File: src/rcdt_pkg.sv
// Shared types and constants for the reference-counted deduplicating table.
// Used by the controller, the datapath and the top level. No dependencies.
`default_nettype none

package rcdt_pkg;

  // First key word that marks a reserved key
  localparam logic [31:0] RESERVED_FIRST = 32'h0101_0100;

  // Configuration register: reset value and register index (paddr[2])
  localparam logic [4:0] ENTRIES_RESET      = 5'd10;
  localparam logic       REG_ENTRIES_IN_USE = 1'b0;

  // Result status codes
  typedef enum logic [2:0] {
    ST_MATCHED   = 3'd0,
    ST_ALLOCATED = 3'd1,
    ST_FULL      = 3'd2,
    ST_RESERVED  = 3'd3,
    ST_RELEASE   = 3'd4
  } status_t;

  // Table write operations
  typedef enum logic [1:0] {
    WR_NONE,
    WR_ALLOC,
    WR_INC,
    WR_DEC
  } wr_op_t;

  // Source of the result slot number
  typedef enum logic [1:0] {
    SLOT_ZERO,
    SLOT_FREE,
    SLOT_SCAN
  } slot_sel_t;

  // Commands from the controller to the datapath
  typedef struct packed {
    logic      load;      // capture the input transaction, restart the scan
    logic      rd_rel;    // read the entry named by the release index
    logic      step;      // advance the scan, note the first free slot
    wr_op_t    wr_op;     // table update
    logic      emit;      // load the result register
    status_t   code;      // result status
    slot_sel_t slot_sel;  // result slot source
  } dp_cmd_t;

  // Status from the datapath to the controller
  typedef struct packed {
    logic reserved;   // key on the input ports is reserved
    logic scan_end;   // scan counter reached the active slot count
    logic hit;        // scanned entry is live and its key matches
    logic have_free;  // a free slot was seen during the scan
    logic rel_ok;     // release index in range and its entry live
  } dp_stat_t;

endpackage

`default_nettype wire

File: src/rcdt_ram.sv
// Generic single-write, single-read RAM with registered read data.
// No dependencies.
`default_nettype none

module rcdt_ram #(
  parameter int WIDTH = 32,
  parameter int DEPTH = 16
) (
  input  logic                     clk,
  input  logic                     we,
  input  logic [$clog2(DEPTH)-1:0] waddr,
  input  logic [WIDTH-1:0]         wdata,
  input  logic [$clog2(DEPTH)-1:0] raddr,
  output logic [WIDTH-1:0]         rdata
);

  logic [WIDTH-1:0] mem_r [DEPTH];
  logic [WIDTH-1:0] rdata_r;

  // Write when enabled, read every cycle
  always_ff @(posedge clk) begin
    if (we) begin
      mem_r[waddr] <= wdata;
    end
    rdata_r <= mem_r[raddr];
  end

  assign rdata = rdata_r;

endmodule

`default_nettype wire

File: src/rcdt_ctrl.sv
// Sequencer for the table: accepts transactions, walks the slots and
// issues table updates and results. Depends on rcdt_pkg.
`default_nettype none

module rcdt_ctrl
  import rcdt_pkg::*;
(
  input  logic     clk,
  input  logic     rst_n,
  input  logic     start,
  input  logic     in_mode,
  output logic     busy,
  input  dp_stat_t stat,
  output dp_cmd_t  cmd
);

  typedef enum logic [1:0] {
    IDLE,
    REL_CHK,
    ACQ_RD,
    ACQ_CHK
  } state_t;

  state_t state_r, state_nxt;

  // Decode state and status into commands
  always_comb begin
    cmd       = '0;
    state_nxt = state_r;
    unique case (state_r)
      IDLE: begin
        if (start) begin
          cmd.load = 1'b1;
          if (in_mode) begin
            cmd.rd_rel = 1'b1;
            state_nxt  = REL_CHK;
          end else if (stat.reserved) begin
            cmd.emit     = 1'b1;
            cmd.code     = ST_RESERVED;
            cmd.slot_sel = SLOT_ZERO;
          end else begin
            state_nxt = ACQ_RD;
          end
        end
      end
      REL_CHK: begin
        if (stat.rel_ok) begin
          cmd.wr_op = WR_DEC;
        end
        cmd.emit     = 1'b1;
        cmd.code     = ST_RELEASE;
        cmd.slot_sel = SLOT_ZERO;
        state_nxt    = IDLE;
      end
      ACQ_RD: begin
        if (stat.scan_end) begin
          cmd.emit = 1'b1;
          if (stat.have_free) begin
            cmd.wr_op    = WR_ALLOC;
            cmd.code     = ST_ALLOCATED;
            cmd.slot_sel = SLOT_FREE;
          end else begin
            cmd.code     = ST_FULL;
            cmd.slot_sel = SLOT_ZERO;
          end
          state_nxt = IDLE;
        end else begin
          state_nxt = ACQ_CHK;
        end
      end
      ACQ_CHK: begin
        if (stat.hit) begin
          cmd.wr_op    = WR_INC;
          cmd.emit     = 1'b1;
          cmd.code     = ST_MATCHED;
          cmd.slot_sel = SLOT_SCAN;
          state_nxt    = IDLE;
        end else begin
          cmd.step  = 1'b1;
          state_nxt = ACQ_RD;
        end
      end
      default: begin
        state_nxt = IDLE;
      end
    endcase
  end

  // Hold state
  always_ff @(posedge clk) begin
    if (!rst_n) begin
      state_r <= IDLE;
    end else begin
      state_r <= state_nxt;
    end
  end

  assign busy = (state_r != IDLE);

  // A slot check always follows the read issued for it
  a_chk_after_rd: assert property (@(posedge clk) disable iff (!rst_n)
    state_r == ACQ_CHK |-> $past(state_r) == ACQ_RD)
    else $error("slot check without a preceding read");

  // Every table update ends a transaction with a result
  a_wr_with_emit: assert property (@(posedge clk) disable iff (!rst_n)
    cmd.wr_op != WR_NONE |-> cmd.emit)
    else $error("table update without a result");

  // After a result the sequencer is free again
  a_idle_after_emit: assert property (@(posedge clk) disable iff (!rst_n)
    cmd.emit |=> state_r == IDLE)
    else $error("sequencer still busy after a result");

endmodule

`default_nettype wire

File: src/rcdt_dp.sv
// Datapath for the table: key and count RAMs, valid bits, scan counter,
// free-slot capture and the result register. Depends on rcdt_pkg, rcdt_ram.
`default_nettype none

module rcdt_dp
  import rcdt_pkg::*;
#(
  parameter int MAX_ENTRIES = 16,
  parameter int COUNT_BITS  = 16
) (
  input  logic              clk,
  input  logic              rst_n,
  input  dp_cmd_t           cmd,
  output dp_stat_t          stat,
  input  logic [4:0]        entries,
  input  logic [31:0]       key_first,
  input  logic [31:0]       key_second,
  input  logic [31:0]       key_third,
  input  logic signed [4:0] slot_index,
  output logic              res_valid,
  output logic [3:0]        res_slot,
  output logic [2:0]        res_status
);

  localparam int IDX_W = $clog2(MAX_ENTRIES);
  localparam int CW    = $clog2(MAX_ENTRIES + 1);
  localparam int KEY_W = 96;

  // Captured transaction
  logic [31:0]       key_first_r, key_second_r, key_third_r;
  logic [31:0]       key_first_nxt, key_second_nxt, key_third_nxt;
  logic [4:0]        idx_raw_r, idx_raw_nxt;
  logic [IDX_W-1:0]  idx_r, idx_nxt;

  // Scan state
  logic [CW-1:0]     cnt_r, cnt_nxt;
  logic [IDX_W-1:0]  free_r, free_nxt;
  logic              have_free_r, have_free_nxt;
  logic [MAX_ENTRIES-1:0] valid_r, valid_nxt;
  logic              valid_rd_r, valid_rd_nxt;

  // Result register
  logic              out_valid_r, out_valid_nxt;
  logic [3:0]        out_slot_r, out_slot_nxt;
  status_t           out_status_r, out_status_nxt;

  // RAM ports
  logic [IDX_W-1:0]      raddr, waddr;
  logic                  cnt_we, key_we;
  logic [COUNT_BITS-1:0] cnt_rd, cnt_wd;
  logic [KEY_W-1:0]      key_rd;

  logic [CW-1:0]    n_act;
  logic [IDX_W-1:0] scan_idx;
  logic             live;

  // Clamp the active slot count to the table size
  assign n_act    = (32'(entries) >= MAX_ENTRIES) ? CW'(MAX_ENTRIES) : CW'(entries);
  assign scan_idx = cnt_r[IDX_W-1:0];
  assign raddr    = cmd.rd_rel ? IDX_W'(slot_index[3:0]) : scan_idx;

  // Evaluate the entry read in the previous cycle
  assign live = valid_rd_r && (cnt_rd != '0);

  assign stat.reserved  = (key_first == RESERVED_FIRST);
  assign stat.scan_end  = (cnt_r >= n_act);
  assign stat.hit       = live && (key_rd == {key_first_r, key_second_r, key_third_r});
  assign stat.have_free = have_free_r;
  assign stat.rel_ok    = !idx_raw_r[4] && (32'(idx_raw_r[3:0]) < 32'(n_act)) && live;

  // Select write address and count value
  always_comb begin
    waddr  = scan_idx;
    cnt_wd = cnt_rd;
    cnt_we = 1'b0;
    key_we = 1'b0;
    case (cmd.wr_op)
      WR_ALLOC: begin
        waddr  = free_r;
        cnt_wd = COUNT_BITS'(1);
        cnt_we = 1'b1;
        key_we = 1'b1;
      end
      WR_INC: begin
        waddr  = scan_idx;
        cnt_wd = (&cnt_rd) ? cnt_rd : cnt_rd + COUNT_BITS'(1);
        cnt_we = 1'b1;
      end
      WR_DEC: begin
        waddr  = idx_r;
        cnt_wd = cnt_rd - COUNT_BITS'(1);
        cnt_we = 1'b1;
      end
      default: begin
        cnt_we = 1'b0;
      end
    endcase
  end

  // Next values of the datapath registers
  always_comb begin
    key_first_nxt  = key_first_r;
    key_second_nxt = key_second_r;
    key_third_nxt  = key_third_r;
    idx_raw_nxt    = idx_raw_r;
    idx_nxt        = idx_r;
    cnt_nxt        = cnt_r;
    free_nxt       = free_r;
    have_free_nxt  = have_free_r;
    valid_nxt      = valid_r;
    valid_rd_nxt   = valid_r[raddr];
    out_valid_nxt  = cmd.emit;
    out_slot_nxt   = out_slot_r;
    out_status_nxt = out_status_r;

    // capture the transaction and restart the scan
    if (cmd.load) begin
      key_first_nxt  = key_first;
      key_second_nxt = key_second;
      key_third_nxt  = key_third;
      idx_raw_nxt    = slot_index;
      idx_nxt        = IDX_W'(slot_index[3:0]);
      cnt_nxt        = '0;
      have_free_nxt  = 1'b0;
    end

    // advance the scan, keep the lowest free slot
    if (cmd.step) begin
      cnt_nxt = cnt_r + CW'(1);
      if (!live && !have_free_r) begin
        free_nxt      = scan_idx;
        have_free_nxt = 1'b1;
      end
    end

    if (cmd.wr_op == WR_ALLOC) begin
      valid_nxt[free_r] = 1'b1;
    end

    // load the result
    if (cmd.emit) begin
      out_status_nxt = cmd.code;
      case (cmd.slot_sel)
        SLOT_FREE: out_slot_nxt = 4'(free_r);
        SLOT_SCAN: out_slot_nxt = 4'(scan_idx);
        default:   out_slot_nxt = 4'd0;
      endcase
    end
  end

  // Control registers
  always_ff @(posedge clk) begin
    if (!rst_n) begin
      cnt_r       <= '0;
      have_free_r <= 1'b0;
      valid_r     <= '0;
      out_valid_r <= 1'b0;
    end else begin
      cnt_r       <= cnt_nxt;
      have_free_r <= have_free_nxt;
      valid_r     <= valid_nxt;
      out_valid_r <= out_valid_nxt;
    end
  end

  // Payload registers
  always_ff @(posedge clk) begin
    key_first_r  <= key_first_nxt;
    key_second_r <= key_second_nxt;
    key_third_r  <= key_third_nxt;
    idx_raw_r    <= idx_raw_nxt;
    idx_r        <= idx_nxt;
    free_r       <= free_nxt;
    valid_rd_r   <= valid_rd_nxt;
    out_slot_r   <= out_slot_nxt;
    out_status_r <= out_status_nxt;
  end

  // Reference counts
  rcdt_ram #(
    .WIDTH (COUNT_BITS),
    .DEPTH (MAX_ENTRIES)
  ) u_count_ram (
    .clk   (clk),
    .we    (cnt_we),
    .waddr (waddr),
    .wdata (cnt_wd),
    .raddr (raddr),
    .rdata (cnt_rd)
  );

  // Stored keys
  rcdt_ram #(
    .WIDTH (KEY_W),
    .DEPTH (MAX_ENTRIES)
  ) u_key_ram (
    .clk   (clk),
    .we    (key_we),
    .waddr (waddr),
    .wdata ({key_first_r, key_second_r, key_third_r}),
    .raddr (raddr),
    .rdata (key_rd)
  );

  assign res_valid  = out_valid_r;
  assign res_slot   = out_slot_r;
  assign res_status = out_status_r;

  // Allocation only into a slot found free during the scan
  a_alloc_free: assert property (@(posedge clk) disable iff (!rst_n)
    cmd.wr_op == WR_ALLOC |-> have_free_r)
    else $error("allocation without a free slot");

  // A decrement only hits a live entry
  a_dec_live: assert property (@(posedge clk) disable iff (!rst_n)
    cmd.wr_op == WR_DEC |-> valid_rd_r && cnt_rd != '0)
    else $error("decrement of a free slot");

  // Results other than matched or allocated carry slot zero
  a_slot_zero: assert property (@(posedge clk) disable iff (!rst_n)
    out_valid_r && out_status_r != ST_MATCHED && out_status_r != ST_ALLOCATED
      |-> out_slot_r == 4'd0)
    else $error("nonzero slot on a result without a slot");

endmodule

`default_nettype wire

File: src/refcounted_dedup_table_top.sv
// Top level of the reference-counted deduplicating table: register port,
// sequencer and datapath. Depends on rcdt_pkg, rcdt_ctrl, rcdt_dp.
//
//   channel   direction  handshake                 payload
//   -------   ---------  ------------------------  --------------------------------
//   config    in/out     psel, penable, pready     paddr, pwrite, pwdata, prdata
//   command   in         start, busy               in_mode, in_key_*, in_slot_index
//   result    out        out_valid (one cycle)     out_slot_out, out_status
//
// A transaction is taken when start is high and busy is low; its result
// strobes in the cycle after the last busy cycle. A reserved key is answered
// without going busy, a release after its REL_CHK state. An acquire scans the
// active slots in order through the single read port of the entry RAMs, with a
// read and a check state per slot, up to a match, an allocation or a full table.
// Reset is synchronous and clears all counts through per-slot valid bits.
// The receiver cannot stall; a new transaction may start while a result shows.
`default_nettype none

module refcounted_dedup_table_top
  import rcdt_pkg::*;
#(
  parameter int MAX_ENTRIES = 16,
  parameter int COUNT_BITS  = 16
) (
  input  logic              clk,
  input  logic              rst_n,
  // register port
  input  logic              psel,
  input  logic              penable,
  input  logic              pwrite,
  input  logic [2:0]        paddr,
  input  logic [31:0]       pwdata,
  output logic [31:0]       prdata,
  output logic              pready,
  // command channel
  input  logic              start,
  output logic              busy,
  input  logic              in_mode,
  input  logic [31:0]       in_key_first,
  input  logic [31:0]       in_key_second,
  input  logic [31:0]       in_key_third,
  input  logic signed [4:0] in_slot_index,
  // result channel
  output logic              out_valid,
  output logic [3:0]        out_slot_out,
  output logic [2:0]        out_status
);

  logic [4:0] entries_r, entries_nxt;
  logic       cfg_wr;
  dp_cmd_t    cmd;
  dp_stat_t   stat;

  // Register write and read
  assign pready = 1'b1;
  assign cfg_wr = psel && penable && pwrite && pready;

  always_comb begin
    entries_nxt = entries_r;
    if (cfg_wr && paddr[2] == REG_ENTRIES_IN_USE) begin
      entries_nxt = pwdata[4:0];
    end
  end

  always_ff @(posedge clk) begin
    if (!rst_n) begin
      entries_r <= ENTRIES_RESET;
    end else begin
      entries_r <= entries_nxt;
    end
  end

  assign prdata = (paddr[2] == REG_ENTRIES_IN_USE) ? {27'd0, entries_r} : 32'd0;

  rcdt_ctrl u_ctrl (
    .clk     (clk),
    .rst_n   (rst_n),
    .start   (start),
    .in_mode (in_mode),
    .busy    (busy),
    .stat    (stat),
    .cmd     (cmd)
  );

  rcdt_dp #(
    .MAX_ENTRIES (MAX_ENTRIES),
    .COUNT_BITS  (COUNT_BITS)
  ) u_dp (
    .clk        (clk),
    .rst_n      (rst_n),
    .cmd        (cmd),
    .stat       (stat),
    .entries    (entries_r),
    .key_first  (in_key_first),
    .key_second (in_key_second),
    .key_third  (in_key_third),
    .slot_index (in_slot_index),
    .res_valid  (out_valid),
    .res_slot   (out_slot_out),
    .res_status (out_status)
  );

endmodule

`default_nettype wire

File: config.mk
export PLATFORM = sky130hd
export DESIGN_NAME = refcounted_dedup_table_top
export DESIGN_NICKNAME = d
export VERILOG_FILES = /design/src/rcdt_pkg.sv /design/src/rcdt_ram.sv /design/src/rcdt_ctrl.sv /design/src/rcdt_dp.sv /design/src/refcounted_dedup_table_top.sv
export SDC_FILE = /design/constraint.sdc
export NUM_CORES = 2
export LEC_CHECK = 0
export ABC_CLOCK_PERIOD_IN_PS = 16900
export CORE_UTILIZATION = 30
export DETAILED_ROUTE_END_ITERATION = 10
export DONT_BUFFER_PORTS = 1
export HOLD_SLACK_MARGIN = 0.12
export MAX_ROUTING_LAYER = met4
export SLEW_MARGIN = 20
export SYNTH_ARGS = -nofsm -noshare
export SYNTH_HDL_FRONTEND = slang
export SYNTH_HIERARCHICAL = 1
export SYNTH_SLANG_ARGS = --single-unit
export TNS_END_PERCENT = 100
File: constraint.sdc
create_clock -name clk -period 16.9 [get_ports clk]
set_clock_uncertainty 0.05 [all_clocks]
set_input_delay 0.845 -clock clk [delete_from_list [all_inputs] [get_ports clk]]
set_output_delay 0.845 -clock clk [all_outputs]
set_load 0.01 [all_outputs]
# [Word level (Yosys, flattened, before mapping)]
# Memories as Yosys holds them, arrays and structs flattened. A register that Yosys moved wholly into a read port is not among the register bits.
# Cells that the tools add are included.
[totals] regBits=147 mem_bits_rw=1792 in_bits=143 output_inout_bits=42 elab_cells=103 n_memories=2
[classes] addsub=3 magnitude_cmp=6 eq_ne=12 mux=43 n_bitwise=2 n_reduce_logical=20
[mem_list] name="u_dp.u_key_ram.mem_r" words=16 word_bits=96 read_ports=1 rd_clocked_by_memory_dff=1 write_ports=1 line="rcdt_ram.sv:17" rtl="logic [WIDTH-1:0] mem_r [DEPTH];"
[mem_list] name="u_dp.u_count_ram.mem_r" words=16 word_bits=16 read_ports=1 rd_clocked_by_memory_dff=1 write_ports=1 line="rcdt_ram.sv:17"
[op_table] operator="== test 96 bit" count=1
[op_table] operator="case mux 16 bit (3 select lines)" count=1
[op_table] operator="== test 32 x 25 -> 1 bit, second input constant" count=1
[op_table] operator="case mux 6 bit (4 select lines)" count=1
[op_table] operator="two-way mux 5 bit" count=4
[op_table] operator="two-way mux 6 bit" count=3
[op_table] operator="adder 16 x 1 -> 16 bit, second input constant" count=1
[op_table] operator="two-way mux 16 bit" count=1
[op_table] operator="two-way mux 2 bit" count=8
[op_table] operator="two-way mux 8 bit" count=2
[op_table] operator="bitwise OR 16 bit" count=1
[op_table] operator="case mux 4 bit (2 select lines)" count=2
[op_table] operator="AND reduction 16 bit" count=1
[op_table] operator="nonzero test 16 bit" count=1
[op_table] operator="subtractor 16 x 1 -> 16 bit, second input constant" count=1
[op_table] operator="two-way mux 1 bit" count=15
[op_table] operator="== test 2 bit, second input constant" count=5
[op_table] operator="less-than comparator 4 x 5 -> 1 bit, second input constant" count=2
[op_table] operator="logical AND 1 bit" count=9
[op_table] operator="two-way mux 4 bit" count=2
[op_table] operator="case mux 2 bit (4 select lines)" count=1
[op_table] operator="== test 2 x 1 -> 1 bit, second input constant" count=3
[op_table] operator="case mux 2 bit (3 select lines)" count=1
[op_table] operator="adder 5 x 1 -> 5 bit, second input constant" count=1
[op_table] operator="14 further kinds" count=18

# [Longest topological paths before layout]
[depth] depth_word=12 ltp_mapped=17 ltp_nobuf=15

# [Modules after synthesis]
# The synthesis kept the hierarchy.
[by_module_without_submodules] mod="rcdt_ram (u_dp.u_key_ram)" instances=1 cells_per_inst=2460 area_each_um2=59355.7 seq_area_each_um2=48046.1
[by_module_without_submodules] mod="rcdt_ram (u_dp.u_count_ram)" instances=1 cells_per_inst=432 area_each_um2=10043.4 seq_area_each_um2=8007.7
[by_module_without_submodules] mod="rcdt_dp" instances=1 cells_per_inst=591 area_each_um2=6967.9 seq_area_each_um2=3843.7
[by_module_without_submodules] mod="refcounted_dedup_table_top" instances=1 cells_per_inst=58 area_each_um2=484.2 seq_area_each_um2=100.1
[by_module_without_submodules] mod="rcdt_ctrl" instances=1 cells_per_inst=28 area_each_um2=209.0 seq_area_each_um2=40.0

# [Least setup slack after synthesis]
# No wires, ideal clock.
[synth_timing] path_kind="reg-to-reg" startpoint="reg u_dp.cnt_r[0]" endpoint="mem u_dp/u_key_ram/mem_r[0][0] in the netlist's numbering, enable pin" setup_time_ns=0.668 t_arrival_ns=9.847 t_required_ns=16.182 path_slack_ns=6.335 path_stages_with_launch=18 path_buffers=4 synth_period_minus_slack_ns=10.565 path_cell_list="dfxtp_1 -> clkbuf_1 -> inv_1 -> ha_1 -> nand2b_1 -> a21o_1 -> a21o_1 -> a21o_1 -> a21o_1 -> nand4b_1 -> nand2_1 -> clkbuf_1 -> clkbuf_1 -> buf_1 -> nor2_1 -> a21oi_1 -> or3b_2 -> nor3_1"
[synth_lines] item="start, declared" line="rcdt_dp.sv:36" rtl="logic [CW-1:0] cnt_r, cnt_nxt;"
[synth_lines] item="start signal, assigned" line="rcdt_dp.sv:159" rtl="cnt_r <= cnt_nxt;"
[synth_lines] item="end, declared" line="rcdt_ram.sv:17"

==> results.md <==
| Stage | Metric | This run |
|---|---|---|
| clock network | Post-CTS clock slew at the launch and capture registers of the worst setup and hold paths | 0.07 ns |
| layout | Fin util | 34.8% |
| sta | Final worst-path cycle share | 49.9% |
| clock network | TritonCTS Buffers | 190 |
| power | Post-layout power | 10500 uW |
| global routing | Largest net degree at the start of global routing | 106 |
| sta | Final Slew Violations | 0 |
| floorplanning | Placeable core area | 0.255 sq mm |
| worst setup path | Crit path kind | flip-flop to flip-flop |
| global routing | Number of global-route vias before repair | 37.1k |
| routing | Total via count in the routed design | 36.7k |
| routing | Number of detailed-route iterations in the first pass | 7 |
| global routing | Global-route usage over all layers | 14.3% |
| floorplanning | Initial core utilization | 30.3% |
| worst setup path | Nature of the critical path endpoint | flip-flop |
| sta | RSZ-0062 raised after global routing | false |
| routing | Top metal layer carrying routed signals | met4 |
| clock network | Clock latency on the worst-skew pair | 0.84 ns |
| floorplanning | Height of the die | 509 microns |
| placed design | Number of buffers added on ports | 0 |
| clock network | Buffer type at the clock tree root | sky130_fd_sc_hd__clkbuf_16 |
| routing | Met2 wire length | 84100 microns |
| layout | Post-route standard cell area excluding fillers | 0.0886 sq mm |
| clock network | CTS max path bufs | 3 |
| logic synthesis | Post-synthesis sequential area ratio | 77.9% |
| routing | Routed metal-1 wire length | 80400 microns |
| logic synthesis | Average cell area after synthesis | 21.6 sq um |
| floorplanning | Die area | 0.259 sq mm |
| logic synthesis | Number of distinct library cell variants in the gate-level netlist after synthesis | 70 |
| sta | Maximum frequency from static timing analysis | 119 MHz |
| power | Static Leak | 0.0270 uW |
| clock network | Sink Count | 2047 |
| power | Power per standard cell area | 119 mW/mm^2 |
| outcome | Run status | completed |
| clock network | CTS-repair resized insts | 0 |
| layout | Area growth syn-to-layout | 15.0% |
| global routing | Number of antenna violations at the first check in global routing | 44 |
| logic synthesis | Post-synth ARST share | 0% |
| worst setup path | Critical Path Slowest Stage Cell | sky130_fd_sc_hd__nor2_4 |
| sta | Tmin final | 8.43 ns |
| worst setup path | Data required time at the worst endpoint | 17.30 ns |
| layout | Layout cells sized above 1 | 21.7% |
| global routing | Overall overflow remaining after global route | 0 |
| routing | Post-route antenna net violation count | 0 |
| clock network | H-tree depth | 4 |
| worst setup path | Critical Path Most Common Cell | sky130_fd_sc_hd__buf_4 |
| layout | Most frequent standard cell in the layout excluding fill and tap cells | sky130_fd_sc_hd__edfxtp_1 |
| worst setup path | Top Family by Delay on Critical Path | simple AND/OR/NAND/NOR gates |
| worst setup path | Kind of launch point of the worst setup path | flip-flop |
| clock network | Clock tree from TritonCTS | built |
| sta | Post-route worst hold slack | 0.184 ns |
| floorplanning | Number of primary I/O pins | 185 |
| power | Worst vdd ir | 0.104 mV |
| sta | Number of hold-slack violations in the final timing report | 0 |
| routing | Number of vias per cell after detailed routing | 5.01 |
| global routing | Global-route wire length before repair | 262000 microns |
| logic synthesis | Synth Register Bits | 2047 |
| flow run | Number of maximum-capacitance violations | 0 |
| routing | Routed wire length on met3 | 14400 microns |
| logic synthesis | Main synth FF type | sky130_fd_sc_hd__edfxtp_1 |
| placed design | Area of placed instances | 0.0811 sq mm |
| routing | DRC viols | 0 |
| logic synthesis | Cell count after synthesis | 3569 |
| worst setup path | Sequence of cells on the critical path | xor2_1 > nor4_1 > nand4_1 > nor4_2 > buf_4 > and3_1 > nand2b_1 > buf_4 > mux2i_1 > a21oi_1 > nand3_1 > nor2_4 > buf_4 > buf_4 |
| logic synthesis | Warning count from the yosys run | 6 |
| worst setup path | Data arrival time of the critical path | 8.83 ns |
| placed design | Detailed placement HPWL | 93200 microns |
| placed design | Routability congestion estimate from global placement | 0.764 |
| sta | Final setup vio count | 0 |
| logic synthesis | Synthesized cell area | 0.0771 sq mm |
| logic synthesis | Number of enable-type register cells in the synthesized netlist | 1904 |
| sta | Tightest slew margin relative to the limit | 26.7% |
| floorplanning | Die Width | 509 microns |
| layout | Number of nets in the layout | 3930 |
| min path | Worst hold path class | input port to flip-flop |
| worst setup path | Delay contributed by the slowest stage of the critical path | 0.91 ns |
| floorplanning | Number of standard-cell rows in the floorplan | 185 |
| routing | Drt wl/cell | 24.9 microns |
| routing | Drt first-iter violations | 4113 |
| sta | TNS Setup | 0 ns |
| worst setup path | Crit path max fanout | 43 |
| worst setup path | Number of buffers and inverters on the critical path | 4 |
| routing | Sum of routed wire length over all layers | 182000 microns |
| layout | Commonest non-fill, non-tap cells in the layout | sky130_fd_sc_hd__edfxtp_1, sky130_fd_sc_hd__mux4_2, sky130_fd_sc_hd__a22oi_1 |
| sta | Slew at the pin closest to its max-slew limit | 1.10 ns |
[cell families after synthesis]
logic type | Yosys count | share of synthesized area, %
simple gates | 382 | 2.49
compound gates | 324 | 3.06
other cells | 2 | 0.00975
fa+ha+maj | 14 | 0.227
mux | 477 | 13.6
flops | 2047 | 77.9
buf+inv | 225 | 1.63
xor+xnor | 98 | 1.11
[layout make-up]
class,instances,area (sq um)
inverter,22,97.6
clock inverter,90,1090
antenna,14,35.0
clock buffer,269,5260
sequential,2047,60000
fill,23500,166000
timing repair buffer,189,1800
tap,3366,4210
multi-input combinational,1323,16100
[per-layer routing]
| metal | track usage, % | vias up |
|---|---|---|
| met3 | 2.98 | 276 |
| li1 | - | 15200 |
| met2 | 21.5 | 1396 |
| met5 | - | - |
| met1 | 19.9 | 19700 |
| met4 | 3.21 | 0 |
[path summary, 6_finish.rpt]
path | startpoint | to | slack, ns | depth (start not counted)
worst min-delay path | rst_n | u_ctrl/state_r[0]$_SDFFE_PN0P_ | 0.18 | 2
worst max register to register | u_dp/key_second_r[4]$_DFFE_PP_ | u_dp/u_key_ram/mem_r[15][64]$_DFFE_PP_ | 8.47 | 14
worst min register to register | u_dp/valid_r[7]$_SDFFE_PN0P_ | u_dp/valid_r[7]$_SDFFE_PN0P_ | 0.41 | 1
worst max-delay path | u_dp/key_second_r[4]$_DFFE_PP_ | u_dp/u_key_ram/mem_r[15][64]$_DFFE_PP_ | 8.47 | 14
[registers in the layout, summed over array words and instances (netlist names)]
signal,cells
u_dp/cnt_r,5
u_ctrl/state_r,2
u_dp/free_r,4
u_dp/key_first_r,32
u_dp/res_valid,1
u_dp/key_second_r,32
u_dp/u_key_ram/rdata,96
u_dp/u_key_ram/mem_r,1536
u_dp/idx_raw_r,5
u_dp/res_status,3
u_dp/res_slot,4
u_dp/have_free_r,1
u_dp/key_third_r,32
u_dp/u_count_ram/mem_r,256
u_dp/u_count_ram/rdata,16
u_dp/valid_rd_r,1
u_dp/valid_r,16
entries_r,5
[report_power, final]
part           switching (uW)  internal (uW)  leakage, uW
Combinational             266            193      0.00551
Sequential                103           5630       0.0184
Clock                    1880           2440      0.00308
[Yosys cell counts (4+ instances only)]
master,instances,area share [%]
sky130_fd_sc_hd__nor2_1,59,0.29
sky130_fd_sc_hd__nor2b_1,31,0.25
sky130_fd_sc_hd__nor4_1,24,0.19
sky130_fd_sc_hd__dfxtp_1,143,3.7
sky130_fd_sc_hd__ha_1,14,0.23
sky130_fd_sc_hd__edfxtp_1,1904,74
sky130_fd_sc_hd__a21o_1,5,0.049
sky130_fd_sc_hd__nand2_1,144,0.70
sky130_fd_sc_hd__and2_1,6,0.049
sky130_fd_sc_hd__and2b_2,5,0.057
sky130_fd_sc_hd__buf_4,53,0.52
sky130_fd_sc_hd__clkbuf_1,70,0.34
sky130_fd_sc_hd__nor3_1,22,0.14
sky130_fd_sc_hd__mux4_1,10,0.34
sky130_fd_sc_hd__and3_1,4,0.032
sky130_fd_sc_hd__mux2i_1,25,0.32
sky130_fd_sc_hd__nand3_1,16,0.10
sky130_fd_sc_hd__o21a_1,9,0.088
sky130_fd_sc_hd__buf_1,38,0.19
sky130_fd_sc_hd__inv_1,21,0.10
sky130_fd_sc_hd__xnor2_1,63,0.72
sky130_fd_sc_hd__buf_2,14,0.091
sky130_fd_sc_hd__nor4b_1,6,0.068
sky130_fd_sc_hd__nand3b_1,4,0.039
sky130_fd_sc_hd__buf_6,26,0.38
sky130_fd_sc_hd__o21ai_0,16,0.10
sky130_fd_sc_hd__or3b_2,4,0.045
sky130_fd_sc_hd__xor2_1,35,0.40
sky130_fd_sc_hd__a21oi_1,30,0.19
sky130_fd_sc_hd__a22oi_1,230,2.2
sky130_fd_sc_hd__mux4_2,439,13
sky130_fd_sc_hd__nand4_1,22,0.18
sky130_fd_sc_hd__nand2b_1,17,0.14
[stage by stage]
stage | instances | setup slack, ns
3_5_place_dp | 6839 | 8.58
3_3_place_gp | 6839 | 8.68
6_report | 7320 | 8.47
5_1_grt | 7317 | 8.25
4_1_cts | 7304 | 8.53
2_1_floorplan | 3595 | 6.34
[repair_timing]
action / in CTS / in global routing
hold buffers: 106 / 0
endpoints found under the hold margin: 126 / 0
setup buffers: 0 / 0
Power figures use the tool's default switching activity.
